<file path="config.mk">
export PLATFORM = sky130hd
export DESIGN_NAME = tcps_ctrl
export DESIGN_NICKNAME = d
export VERILOG_FILES = /design/src/rtl/core/tcps_pkg.sv /design/src/rtl/core/tcps_ctrl.sv
export SDC_FILE = /design/constraint.sdc
export NUM_CORES = 1
export LEC_CHECK = 0
export ABC_CLOCK_PERIOD_IN_PS = 5880
export BUFFER_PORTS_ARGS = -buffer_cell sky130_fd_sc_hd__buf_2
export CAP_MARGIN = 40
export CORE_ASPECT_RATIO = 0.9
export CORE_MARGIN = 2
export CORE_UTILIZATION = 35
export CTS_CLUSTER_DIAMETER = 30
export DETAILED_ROUTE_END_ITERATION = 10
export GPL_ROUTABILITY_DRIVEN = 0
export HOLD_SLACK_MARGIN = 0.05
export PLACE_DENSITY_LB_ADDON = 0.3
export SLEW_MARGIN = 20
export SYNTH_ARGS = -nofsm -noshare
export SYNTH_HDL_FRONTEND = slang
export SYNTH_SLANG_ARGS = --single-unit
</file>
<file path="constraint.sdc">
create_clock -name clk -period 5.88 [get_ports clk]
set_clock_uncertainty 0.15 [all_clocks]
set_input_delay 0.882 -clock clk [delete_from_list [all_inputs] [get_ports clk]]
set_output_delay 0.882 -clock clk [all_outputs]
set_load 0.02 [all_outputs]
</file>
<file path="src/rtl/core/tcps_pkg.sv">
`timescale 1ns / 1ps
`default_nettype none
// ----------------------------------------------------------------------------
// tcps_pkg
// Shared types and codes of the threshold-crossing p-value search.
// ----------------------------------------------------------------------------
package tcps_pkg;

    localparam int CNT_W  = 11;
    localparam int INV_W  = 17;
    localparam int PVAL_W = 17;
    localparam int DATA_W = 32;
    localparam int SLOT_W = 10;
    localparam int CMD_W  = 2;
    localparam int PADDR_W = 4;

    localparam logic [CMD_W-1:0] CMD_LOAD_PAIR = 2'd0;
    localparam logic [CMD_W-1:0] CMD_LOAD_CRIT = 2'd1;
    localparam logic [CMD_W-1:0] CMD_START     = 2'd2;

    localparam logic [1:0] REG_PAIR_COUNT      = 2'd0;
    localparam logic [1:0] REG_THRESHOLD_COUNT = 2'd1;
    localparam logic [1:0] REG_INV_SQRT_N      = 2'd2;

    localparam logic [INV_W-1:0]  INV_ONE  = 17'd65536;
    localparam logic [PVAL_W-1:0] PVAL_ONE = 17'd65536;

    typedef enum logic [1:0] {
        SRC_ZERO = 2'd0,
        SRC_ONE  = 2'd1,
        SRC_DIV  = 2'd2
    } out_src_t;

    typedef struct packed {
        logic             load_pair;
        logic             load_crit;
        logic             eval_go;
        logic [CNT_W-1:0] eval_idx;
        logic             div_go;
        logic [CNT_W-1:0] div_idx;
        logic [CNT_W-1:0] div_r;
        logic             out_load;
        out_src_t         out_src;
        logic [CNT_W-1:0] out_idx;
    } dp_cmd_t;

    typedef struct packed {
        logic eval_done;
        logic theta_pos;
        logic div_done;
        logic out_full;
    } dp_status_t;

endpackage : tcps_pkg
`default_nettype wire

</file>
<file path="src/rtl/core/tcps_ctrl.sv">
`timescale 1ns / 1ps
`default_nettype none
// ----------------------------------------------------------------------------
// tcps_ctrl
// Search sequencer: top check, downward scan, bottom check, binary search.
// ----------------------------------------------------------------------------
module tcps_ctrl #(
    parameter int MAX_THRESHOLDS = 1024
) (
    input  wire logic                   clk,
    input  wire logic                   rst_n,
    input  wire logic                   in_valid,
    input  wire logic [1:0]             in_cmd,
    output logic                        in_ready,
    input  wire logic [10:0]            threshold_count,
    output tcps_pkg::dp_cmd_t           cmd,
    input  wire tcps_pkg::dp_status_t   status
);
    import tcps_pkg::*;

    typedef enum logic [6:0] {
        S_IDLE   = 7'b0000001,
        S_TOP    = 7'b0000010,
        S_SCAN   = 7'b0000100,
        S_BOTTOM = 7'b0001000,
        S_BIN    = 7'b0010000,
        S_DIV    = 7'b0100000,
        S_OUT    = 7'b1000000
    } state_t;

    state_t           state_reg, state_next;
    logic [CNT_W-1:0] r_reg, r_next;
    logic [CNT_W-1:0] lo_reg, lo_next;
    logic [CNT_W-1:0] hi_reg, hi_next;
    logic [CNT_W-1:0] j_reg, j_next;
    logic [CNT_W-1:0] eidx_reg, eidx_next;
    logic [CNT_W-1:0] res_idx_reg, res_idx_next;
    out_src_t         src_reg, src_next;
    logic             eval_go_reg, eval_go_next;
    logic             div_go_reg, div_go_next;
    logic [CNT_W-1:0] r_sat;
    logic [CNT_W-1:0] blo, bhi;
    logic [CNT_W:0]   bsum;
    logic             accept;

    assign in_ready = (state_reg == S_IDLE);
    assign accept   = in_valid && in_ready;
    assign r_sat = (32'(threshold_count) > MAX_THRESHOLDS) ? CNT_W'(MAX_THRESHOLDS)
                                                           : threshold_count;

    // bounds after one binary step
    assign blo  = status.theta_pos ? lo_reg : eidx_reg;
    assign bhi  = status.theta_pos ? eidx_reg : hi_reg;
    assign bsum = {1'b0, blo} + {1'b0, bhi};

    always_comb
    begin
        state_next   = state_reg;
        r_next       = r_reg;
        lo_next      = lo_reg;
        hi_next      = hi_reg;
        j_next       = j_reg;
        eidx_next    = eidx_reg;
        res_idx_next = res_idx_reg;
        src_next     = src_reg;
        eval_go_next = 1'b0;
        div_go_next  = 1'b0;
        unique case (state_reg)
            S_IDLE:
            begin
                if (accept && (in_cmd == CMD_START))
                begin
                    r_next = r_sat;
                    if (r_sat == '0)
                    begin
                        res_idx_next = '0;
                        src_next     = SRC_ONE;
                        state_next   = S_OUT;
                    end
                    else
                    begin
                        eidx_next    = r_sat - 1'b1;
                        eval_go_next = 1'b1;
                        state_next   = S_TOP;
                    end
                end
            end
            S_TOP:
            begin
                if (status.eval_done)
                begin
                    if (status.theta_pos)
                    begin
                        eidx_next    = '0;
                        eval_go_next = 1'b1;
                        state_next   = S_BOTTOM;
                    end
                    else if (eidx_reg == '0)
                    begin
                        res_idx_next = r_reg;
                        src_next     = SRC_ONE;
                        state_next   = S_OUT;
                    end
                    else
                    begin
                        j_next       = eidx_reg - 1'b1;
                        eidx_next    = eidx_reg - 1'b1;
                        eval_go_next = 1'b1;
                        state_next   = S_SCAN;
                    end
                end
            end
            S_SCAN:
            begin
                if (status.eval_done)
                begin
                    if (status.theta_pos)
                    begin
                        res_idx_next = j_reg + 1'b1;
                        div_go_next  = 1'b1;
                        state_next   = S_DIV;
                    end
                    else if (j_reg == '0)
                    begin
                        res_idx_next = r_reg;
                        src_next     = SRC_ONE;
                        state_next   = S_OUT;
                    end
                    else
                    begin
                        j_next       = j_reg - 1'b1;
                        eidx_next    = j_reg - 1'b1;
                        eval_go_next = 1'b1;
                    end
                end
            end
            S_BOTTOM:
            begin
                if (status.eval_done)
                begin
                    if (status.theta_pos)
                    begin
                        res_idx_next = '0;
                        src_next     = SRC_ZERO;
                        state_next   = S_OUT;
                    end
                    else
                    begin
                        lo_next = '0;
                        hi_next = r_reg - 1'b1;
                        if ((r_reg - 1'b1) > CNT_W'(1))
                        begin
                            eidx_next    = CNT_W'(({1'b0, r_reg} - 1'b1) >> 1);
                            eval_go_next = 1'b1;
                            state_next   = S_BIN;
                        end
                        else
                        begin
                            res_idx_next = r_reg - 1'b1;
                            div_go_next  = 1'b1;
                            state_next   = S_DIV;
                        end
                    end
                end
            end
            S_BIN:
            begin
                if (status.eval_done)
                begin
                    lo_next = blo;
                    hi_next = bhi;
                    if (({1'b0, blo} + 1'b1) < {1'b0, bhi})
                    begin
                        eidx_next    = bsum[CNT_W:1];
                        eval_go_next = 1'b1;
                    end
                    else
                    begin
                        res_idx_next = bhi;
                        div_go_next  = 1'b1;
                        state_next   = S_DIV;
                    end
                end
            end
            S_DIV:
            begin
                if (status.div_done)
                begin
                    src_next   = SRC_DIV;
                    state_next = S_OUT;
                end
            end
            S_OUT:
            begin
                if (!status.out_full)
                begin
                    state_next = S_IDLE;
                end
            end
            default:
            begin
                state_next = S_IDLE;
            end
        endcase
    end

    always_ff @(posedge clk or negedge rst_n)
    begin
        if (!rst_n)
        begin
            state_reg   <= S_IDLE;
            eval_go_reg <= 1'b0;
            div_go_reg  <= 1'b0;
            lo_reg      <= '0;
            hi_reg      <= '0;
        end
        else
        begin
            state_reg   <= state_next;
            eval_go_reg <= eval_go_next;
            div_go_reg  <= div_go_next;
            lo_reg      <= lo_next;
            hi_reg      <= hi_next;
        end
    end

    always_ff @(posedge clk)
    begin
        r_reg       <= r_next;
        j_reg       <= j_next;
        eidx_reg    <= eidx_next;
        res_idx_reg <= res_idx_next;
        src_reg     <= src_next;
    end

    assign cmd.load_pair = accept && (in_cmd == CMD_LOAD_PAIR);
    assign cmd.load_crit = accept && (in_cmd == CMD_LOAD_CRIT);
    assign cmd.eval_go   = eval_go_reg;
    assign cmd.eval_idx  = eidx_reg;
    assign cmd.div_go    = div_go_reg;
    assign cmd.div_idx   = res_idx_reg;
    assign cmd.div_r     = r_reg;
    assign cmd.out_load  = (state_reg == S_OUT) && !status.out_full;
    assign cmd.out_src   = src_reg;
    assign cmd.out_idx   = res_idx_reg;
endmodule : tcps_ctrl
`default_nettype wire

</file>
Word-level counts from Yosys, hierarchy flattened
Cells that the tools add are included.

word-level totals
  bits in registers = 77
  bits in latches = 0
  memory bits (writable) = 0
  bits in read-only memories = 0
  bits of input ports = 20
  output and inout port bits = 52
  logic and storage cells = 166
  memories kept = 0

cells by class
  add/sub/neg operators = 8
  multipliers = 0
  divide/modulo/power cells = 0
  order comparisons = 3
  eq/ne operators = 32
  shift operators = 0
  mux-type cells = 92
  bitwise logic cells = 0
  reductions and logical operators = 21

operator list
  kind                   count
  $mux 11                37
  $pmux 11 s5            2
  $mux 7                 14
  $pmux 11 s2            3
  $pmux 7 s7             1
  $sub 11x1->11 const B  4
  $ne 2x2->1 const B     18
  $logic_not 11->1       3
  $reduce_and 12->1      2
  $mux 2                 11
  $mux 1                 20
  $reduce_and 13->1      1
  $add 11x1->12 const B  1
  $add 11x11->12         1
  $lt 12x11->1           1
  $sub 11x1->12 const B  1
  $add 11x1->11 const B  1
  $gt 11x1->1 const B    1
  $gt 11x11->1 const B   1
  $pmux 2 s5             1
  $reduce_bool 5->1      2
  $ne 3x3->1 const B     3
  $reduce_and 9->1       1
  $eq 7x1->1 const B     1
  19 further kinds       25

Logic depth before layout (Yosys ltp)
Gate-level depths: netlist (run 1).

  depth in word-level cells = 6
  depth in mapped cells = 18
  depth with buffers taken out = 14

Worst setup path before layout (run 1)
OpenSTA, ideal clock, no wires.

  path kind = input -> register
  start = input port status[2] (netlist bit)
  end = register res_idx_reg[0], enable pin
  arrival time = 5,661 ps
  path slack = -339 ps
  stages on the path = 18
  buffers on the path = 4
  path through = buf_2 -> buf_2 -> buf_2 -> buf_2 -> nand2_1 -> o21ai_0 -> ha_1 -> o21ai_1 -> or3_1 -> or3_1 -> nor3_1 -> xnor2_1 -> ha_1 -> nand3_1 -> a2111o_1 -> nand4_1 -> o22ai_1 -> nor4_1

on the way
  cells in the longest elaborated chain, start to end = 5
  elaborated cells between the ends (all ways) = 9

ends and longest elaborated chain
  what                                  line              source
  start: declaration                    tcps_ctrl.sv:17   input wire tcps_pkg::dp_status_t status
  $mux 11                               tcps_ctrl.sv:52   assign blo = status.theta_pos ? lo_reg : eidx_reg;
  $add 11x1->12                         tcps_ctrl.sv:172  if (({1'b0, blo} + 1'b1) < {1'b0, bhi})
  $lt 12x11->1                          tcps_ctrl.sv:172
  $ne 2x2->1 (no source line)           n/a
  $reduce_and 12->1 (no source line) *  n/a
  end signal: assignment                tcps_ctrl.sv:232  res_idx_reg <= res_idx_next;
  end: declaration                      tcps_ctrl.sv:37   logic [CNT_W-1:0] res_idx_reg, res_idx_next;

Mark *: on every way between the ends. The rest lies on a longest branch, timed or not.
A chain may end at the register's enable or synchronous reset.

Final worst setup path (run 1)
  start = input port status[2] (netlist bit)
  end = register eidx_reg[10], enable pin

on the way
  cells in the longest elaborated chain, start to end = 5
  elaborated cells between the ends (all ways) = 9

ends and longest elaborated chain
  what                                  line              source
  $mux 11                               tcps_ctrl.sv:52
  $add 11x1->12                         tcps_ctrl.sv:172
  $lt 12x11->1                          tcps_ctrl.sv:172
  $ne 2x2->1 (no source line)           n/a
  $reduce_and 13->1 (no source line) *  n/a
  end signal: assignment                tcps_ctrl.sv:231  eidx_reg <= eidx_next;
  end: declaration                      tcps_ctrl.sv:36   logic [CNT_W-1:0] eidx_reg, eidx_next;

Marked as above.

==> impl_metrics.env, run 1 <==
export IMPL_pwr_density_cell_mw_per_mm2=276.4
export IMPL_synth_seq_area_share_pct=35.52
export IMPL_fin_ws_ps=820.2
export IMPL_routedWlPerCell_um=19.32
export IMPL_grt_overflow=0
export IMPL_dieArea_mm2=0.01843
export IMPL_setup_viol_count_final=0
export IMPL_tightest_slew_ps=896.0
export IMPL_antenna_found_initial=1
export IMPL_grt_pass1_wl_um=28470
export IMPL_drt_iter0_markers=614
export IMPL_synthDistinctLibCells=68
export IMPL_syn_nets=739
export IMPL_synth_ff_type="edfxtp_1"
export IMPL_finalSetupTns_ps=0
export IMPL_netlist_area_mm2=0.006076
export IMPL_yosysWarnings=0
export IMPL_antenna_cells=0
export IMPL_hp_class="in -> async"
export IMPL_relSlewSlack_pct=39.94
export IMPL_post_dp_hpwl_um=14220
export IMPL_drive_above_1_share_pct=15.47
export IMPL_grt_start_max_net_pins=33
export IMPL_cts_tree="done"
export IMPL_initial_utilization_pct=35.85
export IMPL_vias_per_cell=5.598
export IMPL_dr_pass1_iters=5
export IMPL_cts_resized=0
export IMPL_place_inst=955
export IMPL_fmax_mhz=197.6
export IMPL_post_route_drc_count=0
export IMPL_yosysTopAreaCell="edfxtp_1"
export IMPL_post_cts_buffers=0
export IMPL_finalInstanceArea_mm2=0.006893
export IMPL_ios=72
export IMPL_post_route_period_util_pct=86.05
export IMPL_hold_viol=0
export IMPL_crit_required_ps=5760
export IMPL_die_x_um=142.9
export IMPL_final_instance_count_excl_fill=972
export IMPL_dr_total_vias=5441
export IMPL_cts_buffers=9
export IMPL_ir_worst_vdd_uv=166.7
export IMPL_async_reset_ff_share_pct=40.26
export IMPL_outcome="complete, no violations"
export IMPL_synth_top_area_share_pct=22.73
export IMPL_grt_total_usage_pct=20.65
export IMPL_rsz0062_at_grt="no"
export IMPL_layout_min_cycle_time_ps=5060
export IMPL_grt_pass1_vias=4890
export IMPL_insertion_delay_ps=350
export IMPL_hold_buffers=0
export IMPL_crit_path_end_kind="flip-flop"
export IMPL_p_leak_uw=0.002867
export IMPL_r2r_cells=14
export IMPL_avgSynthCellArea_um2=8.831
export IMPL_ys_top_cells_by_count="59 x nand2_1, 58 x nor2_1, 46 x edfxtp_1, 42 x a21oi_1, 36 x inv_1"
export IMPL_nNetsFinal=783
export IMPL_antenna_left=0
export IMPL_cts_max_path_buffers=2
export IMPL_placed_area_mm2=0.006546
export IMPL_core_rowCount=45
export IMPL_start_kind="input port"
export IMPL_synth_most_common_cell="nand2_1"
export IMPL_h_tree_depth=3
export IMPL_area_growth_pct=13.45
export IMPL_dp_slack_ps=486.6
export IMPL_power_total_uw=1905
export IMPL_port_buffers=71
export IMPL_synth_seq_cells=77
export IMPL_clkSinkCount=77
export IMPL_wl_um=18780
export IMPL_die_h_um=129.0
export IMPL_slew_viol_final=0
export IMPL_crit_type="in -> reg"
export IMPL_synthCells=688
export IMPL_cp_arrival_ps=4940
export IMPL_path_max_fanout=21
export IMPL_ff2ff_setup_slack_ps=1020
export IMPL_yosys_top_cells_area="edfxtp_1 23%, dfrtp_1 12%, ha_1 6.2%"
export IMPL_cts_clk_slew_worst_paths_ps=60
export IMPL_synth_edff_count=46
export IMPL_core_area_mm2=0.01695
export IMPL_cap_violations=0
export IMPL_cts_root_buffer="clkbuf_16"
metal layers:
metal	global-route usage (%)	vias up	wire length, um
met5	0	-	13
met4	7.571	2	534
met3	4.392	36	1480
met2	31.02	245	8290
met1	29.35	2561	8460
li1	-	2597	-
worst max-delay path: stages:
cell and delay [ps]:
buf_2 230, o21ai_0 540, ha_1 300, o21ai_1 110, or3_1 400, or3_1 430
nor3_1 260, xnor2_1 100, ha_1 310, nand3_1 80, a2111o_1 380, nand4_1 170
o22ai_1 180, o32a_1 560
final cells by class:
class / count / area (um^2)
Clock buffer: 11 / 242.7
Tap cell: 235 / 294.0
Clock inverter: 5 / 83.83
Timing Repair Buffer: 83 / 455.4
Multi-Input combinational cell: 525 / 3523
Inverter: 36 / 135.1
Sequential cell: 77 / 2158
Fill cell: 1678 / 10050
placed cells by master, fill, tap and decap left out, types with 8 or more instances in the layout:
cell | netlist | final
nand3_1 | 18 | 18
dfrtp_1 | 30 | 30
inv_1 | 36 | 36
o22ai_1 | 13 | 13
a221oi_1 | 8 | 8
nand2b_1 | 12 | 12
nand2_1 | 59 | 59
nor4_1 | 12 | 10
nor3_1 | 21 | 21
nor2b_1 | 11 | 11
nor2_1 | 58 | 58
xnor2_1 | 35 | 35
clkbuf_16 | 0 | 9
buf_4 | 13 | 10
ha_1 | 30 | 30
a21oi_1 | 42 | 42
a211oi_1 | 8 | 8
o21ai_0 | 29 | 29
edfxtp_1 | 46 | 46
buf_2 | 10 | 72
o21ai_1 | 18 | 18
mux2i_1 | 25 | 25
xor2_1 | 22 | 22
through the flow:
step                      hold slack (ps)  utilization, %
after detailed placement            325.2           38.63
after global routing                161.4           40.67
final                               174.1           40.67
after CTS                           337.7           40.55
after floorplan                     304.9               -
after global placement              318.5           38.55
final timing paths:
path	startpoint	endpoint
min reg2reg	hi_reg[9]$_DFFE_PN0P_	hi_reg[9]$_DFFE_PN0P_
min in group clk	hi_reg[9]$_DFFE_PN0P_	hi_reg[9]$_DFFE_PN0P_
max reg2reg	eidx_reg[1]$_DFFE_PP_	eidx_reg[10]$_DFFE_PP_
max	status[2]	eidx_reg[10]$_DFFE_PP_
min	rst_n	state_reg[6]$_DFFE_PN0P_
max in group asynchronous	rst_n	state_reg[0]$_DFFE_PN1P_
cell families after synthesis:
logic type      synth area share [%]
buf+inv                        6.693
mux                            4.860
simple gates                   20.57
fa+ha+maj                      6.507
flops                          35.52
xor+xnor                       8.216
compound gates                 17.63
report_power, final:
group	leakage [uW]	switching, uW	internal [uW]
Combinational	0.00186	369	197
Sequential	0.000851	57.0	659
Clock	0.000152	239	384
Note: power is estimated with default switching activity, not from simulation.
==> run 2: changes to the inputs <==
--- a/config.mk
+++ b/config.mk
@@ -15,7 +15,7 @@
 export DETAILED_ROUTE_END_ITERATION = 10
 export GPL_ROUTABILITY_DRIVEN = 0
 export HOLD_SLACK_MARGIN = 0.05
-export PLACE_DENSITY_LB_ADDON = 0.3
+export PLACE_DENSITY = 0.6
 export SLEW_MARGIN = 20
 export SYNTH_ARGS = -nofsm -noshare
 export SYNTH_HDL_FRONTEND = slang
==> run 2 against run 1 <==
- cell count stayed put
- sequential share of layout area increased by 0.14 points
- largest cell class unchanged
- via count down 0.20%
- total power down 3.4%
- highest routed layer is now met4
==> impl_metrics.env, run 2 (same netlist as run 1, synthesis figures left out) <==
export IMPL_start_kind="input port"
export IMPL_grt_pass1_vias=4930
export IMPL_post_route_drc_count=0
export IMPL_rsz0062_at_grt="no"
export IMPL_path_max_fanout=13
export IMPL_placed_area_mm2=0.006554
export IMPL_area_growth_pct=12.95
export IMPL_grt_total_usage_pct=20.10
export IMPL_ir_worst_vdd_uv=158.1
export IMPL_antenna_found_initial=0
export IMPL_die_x_um=142.9
export IMPL_drive_above_1_share_pct=15.06
export IMPL_tightest_slew_ps=894.3
export IMPL_final_common_cell="buf_2"
export IMPL_final_instance_count_excl_fill=972
export IMPL_slowest_stage="o32a_1"
export IMPL_r2r_cells=14
export IMPL_crit_chain="buf_2 > o21ai_0 > ha_1 > o21ai_1 > or3_1 > or3_1 > nor3_1 > xnor2_1 > ha_1 > nand3_1 > a2111o_1 > nand4_1 > o22ai_1 > o32a_1"
export IMPL_wl_um=18260
export IMPL_reg2reg_to="eidx_reg[8]$_DFFE_PP_"
export IMPL_grt_overflow=0
export IMPL_fmax_mhz=196.8
export IMPL_place_inst=955
export IMPL_post_route_period_util_pct=86.40
export IMPL_dr_total_vias=5430
export IMPL_ios=72
export IMPL_dr_pass1_iters=5
export IMPL_port_buffers=71
export IMPL_cts_clk_slew_worst_paths_ps=50
export IMPL_die_h_um=129.0
export IMPL_crit_type="in -> reg"
export IMPL_drt_iter0_markers=441
export IMPL_core_area_mm2=0.01695
export IMPL_slowest_delay_ps=590
export IMPL_finalInstanceArea_mm2=0.006863
export IMPL_grt_pass1_wl_um=28080
export IMPL_post_dp_hpwl_um=14040
export IMPL_cts_buffers=9
export IMPL_timing_rr_start="eidx_reg[1]$_DFFE_PP_"
export IMPL_layout_min_cycle_time_ps=5081
export IMPL_cts_tree="done"
export IMPL_crit_required_ps=5750
export IMPL_antenna_cells=0
export IMPL_core_rowCount=45
export IMPL_relSlewSlack_pct=40.06
export IMPL_dp_slack_ps=480.4
export IMPL_power_total_uw=1841
export IMPL_cts_resized=0
export IMPL_vias_per_cell=5.586
export IMPL_clkSinkCount=77
export IMPL_slew_viol_final=0
export IMPL_hp_class="in -> async"
export IMPL_insertion_delay_ps=350
export IMPL_p_leak_uw=0.002859
export IMPL_hold_buffers=0
export IMPL_h_tree_depth=3
export IMPL_outcome="complete, no violations"
export IMPL_final_cell_mix="72 x buf_2, 59 x nand2_1, 58 x nor2_1"
export IMPL_cts_root_buffer="clkbuf_16"
export IMPL_hold_viol=0
export IMPL_initial_utilization_pct=35.85
export IMPL_finalSetupTns_ps=0
export IMPL_post_cts_buffers=0
export IMPL_fin_ws_ps=799.5
export IMPL_nNetsFinal=783
export IMPL_dieArea_mm2=0.01843
export IMPL_cap_violations=0
export IMPL_cp_arrival_ps=4950
export IMPL_grt_start_max_net_pins=38
export IMPL_routedWlPerCell_um=18.79
export IMPL_ff2ff_setup_slack_ps=1010
export IMPL_pwr_density_cell_mw_per_mm2=268.2
export IMPL_crit_path_end_kind="flip-flop"
export IMPL_setup_viol_count_final=0
export IMPL_cts_max_path_buffers=2
export IMPL_antenna_left=0
==> run 2: worst max-delay path by stage <==
stage,start,endpoint,slack [ps],depth (start not counted)
floorplan,status[2],res_idx_reg[0]$_DFFE_PP_,100,18
global placement,status[2],eidx_reg[1]$_DFFE_PP_,540,14
detailed placement,status[2],eidx_reg[0]$_DFFE_PP_,480,14
CTS,status[2],eidx_reg[0]$_DFFE_PP_,800,14
global route,status[2],eidx_reg[0]$_DFFE_PP_,550,14
finish,status[2],eidx_reg[8]$_DFFE_PP_,800,14
==> run 2: area by class of cell <==
class | count | area [um^2]
repair buffers | 83 | 462.9
clock buffers | 14 | 254.0
well taps | 235 | 294.0
clock inverters | 2 | 35.03
inverters | 36 | 135.1
fillers | 1740 | 10080
flip-flops and latches | 77 | 2158
multi-input cells | 525 | 3523
==> run 2: per-stage QoR <==
step           hold WS (ps)  utilization (%)
3_5_place_dp          325.1            38.67
4_1_cts               338.8            40.38
2_1_floorplan         304.9                -
5_1_grt               161.6            40.49
6_report              174.7            40.49
3_3_place_gp          317.2            38.51
==> run 2: critical path, delay by kind of cell <==
| kind | cells | cell delay [ps] |
|---|---|---|
| AO/OA/AOI/OAI | 5 | 1820 |
| XOR/XNOR | 1 | 90 |
| adder cells (fa/ha/maj) | 2 | 610 |
| buffers and inverters | 1 | 190 |
| AND/OR/NAND/NOR | 5 | 1360 |
==> run 2: where the power goes <==
part / switching, uW / leakage [uW] / internal (uW) / total [uW]
Sequential: 54.2 / 0.000851 / 659 / 713
Combinational: 369 / 0.00187 / 197 / 566
Clock: 221 / 0.000141 / 341 / 561
==> run 2: metal layers <==
| metal | GRT usage (%) | part of all wire (%) | up-vias |
|---|---|---|---|
| met3 | 3.870 | 6.3 | 32 |
| met1 | 28.26 | 45 | 2596 |
| met4 | 7.397 | 2.8 | 0 |
| met2 | 30.85 | 45 | 209 |
| li1 | - | - | 2593 |
| met5 | 0 | 0 | - |
==> run 3: changes to the inputs <==
--- a/config.mk
+++ b/config.mk
@@ -5,6 +5,7 @@
 export SDC_FILE = /design/constraint.sdc
 export NUM_CORES = 1
 export LEC_CHECK = 0
+export ABC_AREA = 1
 export ABC_CLOCK_PERIOD_IN_PS = 5880
 export BUFFER_PORTS_ARGS = -buffer_cell sky130_fd_sc_hd__buf_2
 export CAP_MARGIN = 40
@@ -15,7 +16,7 @@
 export DETAILED_ROUTE_END_ITERATION = 10
 export GPL_ROUTABILITY_DRIVEN = 0
 export HOLD_SLACK_MARGIN = 0.05
-export PLACE_DENSITY = 0.6
+export PLACE_DENSITY = 0.59
 export SLEW_MARGIN = 20
 export SYNTH_ARGS = -nofsm -noshare
 export SYNTH_HDL_FRONTEND = slang
==> run 3 against run 2 <==
- setup slack better by 900 ps
- largest power group is now combinational logic
- hold slack improved by 9.4 ps
- largest cell class unchanged
- via count rose by 15%
==> impl_metrics.env, run 3 <==
export IMPL_grt_start_max_net_pins=32
export IMPL_power_total_uw=3308
export IMPL_yosysTopAreaCell="edfxtp_1"
export IMPL_post_route_period_util_pct=71.15
export IMPL_antenna_left=0
export IMPL_insertion_delay_ps=350
export IMPL_path_buf_inv=7
export IMPL_netlist_area_mm2=0.006297
export IMPL_cts_resized=0
export IMPL_synth_compound_area_share_pct=15.46
export IMPL_initial_utilization_pct=35.76
export IMPL_ios=72
export IMPL_avgSynthCellArea_um2=7.108
export IMPL_synthAdderAreaFrac_pct=6.279
export IMPL_ff2ff_setup_slack_ps=2280
export IMPL_n_fill_cell=1861
export IMPL_core_area_mm2=0.01761
export IMPL_yosysWarnings=0
export IMPL_wl_um=21220
export IMPL_outcome="complete, no violations"
export IMPL_grt_pass1_wl_um=32490
export IMPL_holdWs_ps=184.1
export IMPL_async_reset_ff_share_pct=40.26
export IMPL_p_leak_uw=0.003446
export IMPL_layout_min_cycle_time_ps=4183
export IMPL_reg2reg_to="eidx_reg[0]$_DFFE_PP_"
export IMPL_finalSetupTns_ps=0
export IMPL_synthCells=886
export IMPL_grt_overflow=0
export IMPL_syn_nets=937
export IMPL_relSlewSlack_pct=44.35
export IMPL_dr_total_vias=6236
export IMPL_ir_worst_vdd_uv=168.3
export IMPL_r2r_cells=21
export IMPL_die_h_um=131.3
export IMPL_dp_slack_ps=984.3
export IMPL_fmax_mhz=239.0
export IMPL_final_common_cell="nand2_1"
export IMPL_rsz0062_at_grt="no"
export IMPL_muxShareOfSynthArea_pct=0
export IMPL_setup_viol_count_final=0
export IMPL_clkSinkCount=77
export IMPL_crit_path_end_kind="flip-flop"
export IMPL_timing_rr_start="eidx_reg[1]$_DFFE_PP_"
export IMPL_cts_buffers=9
export IMPL_slowest_delay_ps=320
export IMPL_synth_top_area_share_pct=21.94
export IMPL_hold_buffers=0
export IMPL_synth_most_common_cell="nand2_1"
export IMPL_placed_area_mm2=0.006804
export IMPL_cts_root_buffer="clkbuf_16"
export IMPL_die_x_um=145.4
export IMPL_antenna_cells=0
export IMPL_post_dp_hpwl_um=16980
export IMPL_core_rowCount=46
export IMPL_cp_arrival_ps=4080
export IMPL_crit_family="simple AND/OR/NAND/NOR gates"
export IMPL_routedWlPerCell_um=17.83
export IMPL_port_buffers=71
export IMPL_grt_pass1_vias=5710
export IMPL_cap_violations=0
export IMPL_start_kind="input port"
export IMPL_synth_xor_area_share_pct=3.894
export IMPL_cts_tree="done"
export IMPL_fin_ws_ps=1697
export IMPL_synth_top_family_by_area="simple AND/OR/NAND/NOR gates"
export IMPL_crit_type="in -> reg"
export IMPL_drt_iter0_markers=730
export IMPL_multi_input_area_mm2=0.003473
export IMPL_hold_viol=0
export IMPL_vias_per_cell=5.240
export IMPL_cts_max_path_buffers=2
export IMPL_synth_seq_area_share_pct=34.27
export IMPL_synth_seq_cells=77
export IMPL_grt_total_usage_pct=22.29
export IMPL_crit_chain="buf_2 > buf_4 > o21ai_2 > ha_1 > inv_1 > nor2_2 > inv_2 > nor2_2 > nand3_1 > nor2_2 > nand3_1 > xor2_1 > inv_1 > ha_1 > inv_1 > o21bai_1 > nor2_1 > nand2_1 > nand2_1 > nand2_1 > nor2_1 > buf_4"
export IMPL_cts_clk_slew_worst_paths_ps=60
export IMPL_nNetsFinal=996
export IMPL_yosys_top_cells_area="edfxtp_1 22%, nand2_1 12%, dfrtp_1 12%"
export IMPL_synthSimpleGateAreaFrac_pct=29.53
export IMPL_path_max_fanout=27
export IMPL_finalInstanceArea_mm2=0.007181
export IMPL_area_growth_pct=14.03
export IMPL_regArea_mm2=0.002158
export IMPL_dr_pass1_iters=5
export IMPL_cp_startpoint="status[2]"
export IMPL_pwr_density_cell_mw_per_mm2=460.7
export IMPL_slowest_stage="o21ai_2"
export IMPL_drive_above_1_share_pct=14.95
export IMPL_final_cell_mix="203 x nand2_1, 113 x inv_1, 106 x nor2_1"
export IMPL_synthDistinctLibCells=50
export IMPL_hp_class="in -> async"
export IMPL_ys_top_cells_by_count="203 x nand2_1, 113 x inv_1, 106 x nor2_1, 67 x o21ai_0, 50 x nand3_1"
export IMPL_slew_viol_final=0
export IMPL_h_tree_depth=3
export IMPL_tightest_slew_ps=832.8
export IMPL_dieArea_mm2=0.01908
export IMPL_synth_edff_count=46
export IMPL_post_route_drc_count=0
export IMPL_post_cts_buffers=0
export IMPL_crit_required_ps=5780
export IMPL_synth_ff_type="edfxtp_1"
export IMPL_antenna_found_initial=0
run 3: changes by cell type after synthesis, moves of 10 or more:
cell / delta
clkbuf_1: -17
inv_1: +77
mux2i_1: -25
nand2_1: +144
nand2b_1: -12
nand3_1: +32
nor2_1: +48
nor2b_1: -11
o21ai_0: +38
o21ai_1: -10
o22ai_1: -11
xnor2_1: -31
run 3: worst register-to-register path, stage by stage (launching register included):
cell      delay (ps)
edfxtp_1         390
inv_1            140
o21ai_2          300
ha_1             200
inv_1             60
nor2_2           110
inv_2             40
nor2_2           100
nand3_1          130
nor2_2           130
nand3_1           90
xor2_1           150
inv_1             60
ha_1             290
inv_1             60
o21bai_1          60
nor2_1           170
nand2_1           80
nand2_1           60
nand2_1           90
nor2_1           220
buf_4            220
run 3: how the worst max path moves through the flow:
stage / end / slack (ps) / cells after the start
floorplan: eidx_reg[0]$_DFFE_PP_ / 1940 / 20
global placement: eidx_reg[0]$_DFFE_PP_ / 1120 / 21
detailed placement: eidx_reg[3]$_DFFE_PP_ / 980 / 21
CTS: eidx_reg[9]$_DFFE_PP_ / 1350 / 21
global route: eidx_reg[1]$_DFFE_PP_ / 1410 / 22
finish: eidx_reg[0]$_DFFE_PP_ / 1700 / 22
run 3: power breakdown:
group / internal, uW / leakage, uW / total, uW / switching (uW)
sequential: 819 / 0.000826 / 987 / 168
clock: 426 / 0.000167 / 645 / 219
combinational: 521 / 0.00245 / 1680 / 1150
total: 1770 / 0.00345 / 3310 / 1540
run 3: kinds of logic after synthesis:
kind of cell               after synthesis
xor gates and xnor gates                28
buffers and inverters                  155
adders and majority gates               31
DFF                                     77
and+or+nand+nor                        427
AOI/OAI and AO/OA                      168
run 3: cell type report:
type	count	area share [%]
clock buffer	12	3.433
clock inverter	4	1.324
tap	240	4.182
inverter	122	6.412
timing repair buffer	81	6.221
sequential	77	30.06
multi-input combinational	654	48.37
run 3: metal layers:
metal  wire, um  GRT usage [%]  up-vias
met2       8765          32.04      307
met5          0              0        -
met1       9620          32.27     2826
li1           -              -     3058
met4        749          9.368        0
met3       2087          4.722       45
run 3: stage by stage:
stage	utilization (%)	cells
after floorplan	-	886
after global placement	38.53	1169
after detailed placement	38.63	1171
after CTS	40.57	1187
after global routing	40.77	1190
final	40.77	1190
